[config.mk]
export PLATFORM = sky130hd
export DESIGN_NAME = graph_slot_swap_control
export DESIGN_NICKNAME = d
export VERILOG_FILES = /design/src/rtl/core/gssc_pkg.sv /design/src/rtl/core/gssc_slot_ctrl.sv /design/src/rtl/core/graph_slot_swap_control.sv
export SDC_FILE = /design/constraint.sdc
export NUM_CORES = 1
export LEC_CHECK = 0
export BUFFER_PORTS_ARGS = -buffer_cell sky130_fd_sc_hd__buf_2
export CORE_ASPECT_RATIO = 1.1
export CORE_MARGIN = 2
export CORE_UTILIZATION = 30
export DETAILED_ROUTE_END_ITERATION = 12
export PLACE_DENSITY = 0.44
export SLEW_MARGIN = 5
export SYNTH_ARGS = -nofsm -noshare
export SYNTH_HDL_FRONTEND = slang
export SYNTH_SLANG_ARGS = --single-unit
[constraint.sdc]
create_clock -name clk -period 7.5 [get_ports clk]
set_input_delay 0.75 -clock clk [delete_from_list [all_inputs] [get_ports clk]]
set_output_delay 0.75 -clock clk [all_outputs]
set_load 0.02 [all_outputs]
[src/rtl/core/gssc_pkg.sv]
package gssc_pkg;

    localparam int GENERATION_BITS = 32;
    localparam int RATE_BITS       = 20;

    // Slot index codes.
    localparam logic [1:0] SLOT_0    = 2'd0;
    localparam logic [1:0] SLOT_NONE = 2'd3;

    // Operation codes.
    localparam logic [2:0] OP_PREP_INIT    = 3'd0;
    localparam logic [2:0] OP_PREP_PENDING = 3'd1;
    localparam logic [2:0] OP_RETRACT      = 3'd2;
    localparam logic [2:0] OP_CONSUME      = 3'd3;
    localparam logic [2:0] OP_RELEASE_PREV = 3'd4;
    localparam logic [2:0] OP_QUERY        = 3'd5;

    typedef struct packed {
        logic [2:0]                 op;
        logic [GENERATION_BITS-1:0] new_generation;
        logic [RATE_BITS-1:0]       new_sample_rate;
        logic                       prepare_ok;
    } gssc_cmd_t;

    typedef struct packed {
        logic       accepted;
        logic [1:0] active_slot;
        logic [1:0] pending_slot;
        logic [1:0] previous_slot;
        logic       swapped;
        logic       rate_changed;
    } gssc_res_t;

endpackage

[src/rtl/core/gssc_slot_ctrl.sv]
module gssc_slot_ctrl (
    input  logic              clk,
    input  logic              rst_n,
    input  logic              step,
    input  gssc_pkg::gssc_cmd_t cmd,
    output gssc_pkg::gssc_res_t result
);
    import gssc_pkg::*;

    logic [1:0] active_reg, active_next;
    logic [1:0] pending_reg, pending_next;
    logic [1:0] previous_reg, previous_next;

    // Per-slot store, meaningful only once the slot has been prepared.
    logic [GENERATION_BITS-1:0] gen_reg [2];
    logic [RATE_BITS-1:0]       rate_reg [2];

    logic       wr_en;
    logic       wr_slot;
    logic       accepted;
    logic       swapped;
    logic       rate_changed;
    logic       all_none;
    logic       gen_newer;

    assign all_none  = (active_reg == SLOT_NONE) && (pending_reg == SLOT_NONE)
                       && (previous_reg == SLOT_NONE);
    assign gen_newer = cmd.new_generation > gen_reg[active_reg[0]];

    always_comb
    begin
        active_next   = active_reg;
        pending_next  = pending_reg;
        previous_next = previous_reg;
        wr_en         = 1'b0;
        wr_slot       = 1'b0;
        accepted      = 1'b0;
        swapped       = 1'b0;
        rate_changed  = 1'b0;
        case (cmd.op)
            OP_PREP_INIT:
            begin
                if (all_none && cmd.prepare_ok)
                begin
                    wr_en       = 1'b1;
                    wr_slot     = 1'b0;
                    active_next = SLOT_0;
                    accepted    = 1'b1;
                end
            end
            OP_PREP_PENDING:
            begin
                if ((active_reg != SLOT_NONE) && (pending_reg == SLOT_NONE) &&
                    (previous_reg == SLOT_NONE) && gen_newer && cmd.prepare_ok)
                begin
                    wr_en        = 1'b1;
                    wr_slot      = ~active_reg[0];
                    pending_next = {1'b0, ~active_reg[0]};
                    accepted     = 1'b1;
                end
            end
            OP_RETRACT:
            begin
                pending_next = SLOT_NONE;
            end
            OP_CONSUME:
            begin
                if (pending_reg != SLOT_NONE)
                begin
                    // A pending slot always sits opposite the active one, so the
                    // rate check compares the two slots directly.
                    rate_changed  = (active_reg != SLOT_NONE) &&
                                    (rate_reg[0] != rate_reg[1]);
                    active_next   = pending_reg;
                    pending_next  = SLOT_NONE;
                    previous_next = active_reg;
                    swapped       = 1'b1;
                end
            end
            OP_RELEASE_PREV:
            begin
                previous_next = SLOT_NONE;
            end
            default:
            begin
            end
        endcase
    end

    always_ff @(posedge clk or negedge rst_n)
    begin
        if (!rst_n)
        begin
            active_reg   <= SLOT_NONE;
            pending_reg  <= SLOT_NONE;
            previous_reg <= SLOT_NONE;
        end
        else if (step)
        begin
            active_reg   <= active_next;
            pending_reg  <= pending_next;
            previous_reg <= previous_next;
        end
    end

    always_ff @(posedge clk)
    begin
        if (step && wr_en)
        begin
            gen_reg[wr_slot]  <= cmd.new_generation;
            rate_reg[wr_slot] <= cmd.new_sample_rate;
        end
    end

    assign result.accepted      = accepted;
    assign result.active_slot   = active_next;
    assign result.pending_slot  = pending_next;
    assign result.previous_slot = previous_next;
    assign result.swapped       = swapped;
    assign result.rate_changed  = rate_changed;

endmodule

[src/rtl/core/graph_slot_swap_control.sv]
// Slot controller for two processing-graph slots run as a double buffer with
// a retire slot. Each command word carries one operation (prepare initial,
// prepare pending, retract, consume, release previous, query) and yields
// exactly one result word with the slot indices after the operation and the
// accepted, swapped and rate-changed flags. The block takes one command word
// per clock cycle while the result side does not stall; a command is held in
// the command register on acceptance, evaluated against the slot state once
// the result register is free or being emptied, and its result word is held
// in the result register, which sits between the two sides, so a new command
// is taken while a finished result still waits if the command register is
// empty, and the combined path through the slot-state update sets that rate.
// When the result side stalls, at most one further command is held in the
// command register. Slot indices 0 and 1 name a slot; 3 means none.
module graph_slot_swap_control (
    input  logic                clk,
    input  logic                rst_n,
    input  logic                cmd_valid,
    output logic                cmd_ready,
    input  gssc_pkg::gssc_cmd_t cmd,
    output logic                res_valid,
    input  logic                res_ready,
    output gssc_pkg::gssc_res_t res
);
    import gssc_pkg::*;

    gssc_cmd_t cmd_reg;
    logic      cmd_valid_reg, cmd_valid_next;
    gssc_res_t res_reg;
    logic      res_valid_reg, res_valid_next;
    gssc_res_t result;
    logic      step;

    // The registered command is evaluated whenever the result register is free
    // or is being emptied in this same cycle.
    assign step      = cmd_valid_reg && (!res_valid_reg || res_ready);
    assign cmd_ready = !cmd_valid_reg || step;

    assign cmd_valid_next = cmd_ready ? cmd_valid : cmd_valid_reg;
    assign res_valid_next = step ? 1'b1 : (res_ready ? 1'b0 : res_valid_reg);

    gssc_slot_ctrl u_slot_ctrl (
        .clk    (clk),
        .rst_n  (rst_n),
        .step   (step),
        .cmd    (cmd_reg),
        .result (result)
    );

    always_ff @(posedge clk or negedge rst_n)
    begin
        if (!rst_n)
        begin
            cmd_valid_reg <= 1'b0;
            res_valid_reg <= 1'b0;
        end
        else
        begin
            cmd_valid_reg <= cmd_valid_next;
            res_valid_reg <= res_valid_next;
        end
    end

    // Payload registers carry no reset.
    always_ff @(posedge clk)
    begin
        if (cmd_valid && cmd_ready)
        begin
            cmd_reg <= cmd;
        end
        if (step)
        begin
            res_reg <= result;
        end
    end

    assign res_valid = res_valid_reg;
    assign res       = res_reg;

endmodule

==> run metrics <==
outcome=completed; RSZ-0062 raised after global routing=false; Slew @ Worst Pin=0.7689 ns; P_int=1.696 mW; leakage power=2.990 nW; cells after synthesis=377; Via Count=3333; vias in the first global route=about 3500; Slew Limit Fails=0; TNS Setup=0 ns; synth warn=0; min cycle time layout=around 4.3 ns; largest net degree at the start of global routing=57; Clock power frac=between 30% and 40%; initial cell density of the core=30.27%; die height=around 160 µm; worst skew pair latency=0.42 ns; post-CTS setup buffer count=0; chip width=148.1 µm; GRT Util Overall=10.29%; fraction of layout cells with a size suffix above 1=25.05%; # hold bufs at CTS=0; CP required=7.56 ns; Tot Pwr=2.236 mW; RR Startpoint=u_slot_ctrl.active_reg[0]$_DFFE_PN1P_; main flop type after synthesis=edfxtp_1; initial antenna violation count=0; count of final setup violators=0; Worst setup EP type=flop; combinational share of power=9.9%; Rel. slew slack=48.74%; P per Cell Area=273.2 nW/µm²; Final Hold Violating Endpoints=0; antenna fix cells=0; number of flops mapped to enable cells by yosys=between 150 and 200; Vias/cell=4.279; first-pass GRT wire length=about 19000 µm; WL per Instance=14.94 µm; sequential fraction of design power=51.8%; final worst setup slack=3.158 ns; placer's final routability congestion estimate=0.7553; Critical Path Start=u_slot_ctrl.active_reg[0]$_DFFE_PN1P_; CTS Buffer Depth=2; WS Path Type=flop to flop; CTS Sinks=177; synth unique cells=42; Clock transition at path regs=0.07 ns; HP Class=primary input to asynchronous set/reset pin; GRT Residual Overflow=0; Remaining DRCs=0; Port Buffers=70; Net Sw Frac=24.15%; # nets final=around 560; CTS H-Tree Depth=4; fraction of registers with async set/reset=4.520%; Synth Cell Area=6853 µm²; Synth Register Bits=between 150 and 200; Clock Tree Root=clkbuf_16; CTS tree=done; core area=22640 µm²; Setup Skew=approximately 0.012 ns; Critical Path Source Type=flop; pre-CTS WS=3.079 ns; sequential share of the synthesized area=77.09%; crit-path max FO=37; placed insts=747; syn nets=around 470; Largest register FFs=64; CTS buffer count=17; hold_ws=about 0.17 ns; num ports=71; DRT antenna net count=0; Critical Path AT=4.40 ns; non-filler cells in the finished layout=roughly 800; Area growth, synth to finish=19.44%; Tcrit/Tclk final=57.90%; DRT Wirelength=11640 µm; 1st-iter DRT viols=159; post-cts resize count=0; Max Cap Violations=0; Std-Cell Rows=58; Mapped Avg Cell Area=roughly 18 µm²; HPWL after detailed placement=approximately 7600 µm; Sw Pwr=0.5400 mW; Max Fclk=230.3 MHz; die area=24070 µm²; worst vdd ir=152.1 µV; DRT Pass-1 Iters=5
## metal layers
layer,track usage [%],wire (µm)
met1,12.34,5167
met5,0,0
met4,4.026,214
met2,17.55,5909
met3,2.913,344
## cell families after synthesis
| group | after synthesis | synth area share [%] |
|---|---|---|
| buf+inv | 8 | 0.4563 |
| flops | 177 | 77.09 |
| mux | 33 | 4.838 |
| compound gates | 39 | 3.633 |
| simple gates | 68 | 5.587 |
| fa+ha+maj | 32 | 5.843 |
| xor+xnor | 20 | 2.556 |
## per-stage QoR
stage	instance area, µm²	utilization (%)
CTS	8185	36.15
finish	8185	36.15
detailed placement	7612	33.62
global route	8185	36.15
global placement	7612	33.62
floorplan	6853	-
## critical path, stage by stage (launching register included)
cell and delay, ns:
dfstp_2 0.51, buf_4 0.51, mux2i_1 0.18, ha_1 0.33
nand4_1 0.14, or4_4 0.58, a311oi_2 0.30, o21ai_0 0.22
a21oi_4 0.60, buf_4 0.56
## power by group through the flow
stage          clock network [mW]  logic (mW)  registers, mW
2_1_floorplan                   0       0.154           1.18
3_3_place_gp                    0       0.220           1.18
3_5_place_dp                    0       0.226           1.18
4_1_cts                     0.880       0.227           1.16
5_1_grt                     0.928       0.251           1.16
6_report                    0.857       0.222           1.16
## final cells by class
class                           instances  area [µm²]
Clock buffer                           17       425.4
Sequential cell                       177        5283
Clock inverter                         15       147.6
Fill cell                            2171       14460
Timing Repair Buffer                   74       380.4
Inverter                                4       15.01
Multi-Input combinational cell        192        1559
Tap cell                              300       375.4
## worst paths after layout
kind / endpoint / slack, ns / depth (start not counted)
worst max-delay path: u_slot_ctrl.gen_reg[0][1]$_DFFE_PP_ / 3.16 / 9
min in group clk: u_slot_ctrl.rate_reg[0][16]$_DFFE_PP_ / 0.44 / 0
max in group asynchronous: u_slot_ctrl.active_reg[1]$_DFFE_PN1P_ / 7.08 / 1
worst max register to register: u_slot_ctrl.gen_reg[0][1]$_DFFE_PP_ / 3.16 / 9
worst min register to register: u_slot_ctrl.rate_reg[0][16]$_DFFE_PP_ / 0.44 / 0
worst min-delay path: res_valid$_DFFE_PN0P_ / 0.17 / 1
## Yosys cell counts, types with 4 or more instances
| cell | count | area (µm²) |
|---|---|---|
| a21oi_1 | 15 | 75.07 |
| a31oi_1 | 4 | 25.02 |
| dfstp_2 | 6 | 157.7 |
| edfxtp_1 | 169 | 5075 |
| ha_1 | 32 | 400.4 |
| mux2i_1 | 32 | 320.3 |
| nand2_1 | 17 | 63.81 |
| nand2b_1 | 8 | 50.05 |
| nand4_1 | 11 | 68.82 |
| nor2_1 | 11 | 41.29 |
| o21ai_0 | 7 | 35.03 |
| xnor2_1 | 12 | 105.1 |
| xor2_1 | 8 | 70.07 |
## layout by cell type (no fill, tap or decap), drive strengths merged, types with 3 or more instances in the layout
cell / n
edfxtp: 169
buf: 74
mux2i: 32
ha: 32
nand2: 17
clkbuf: 17
a21oi: 15
xnor2: 12
nor2: 12
nand4: 11
inv: 10
o21ai: 9
nand2b: 8
xor2: 8
dfstp: 6
clkinv: 5
a31oi: 4
nor2b: 3
clkinvlp: 3
No activity file was read; power rests on OpenSTA's default activity.
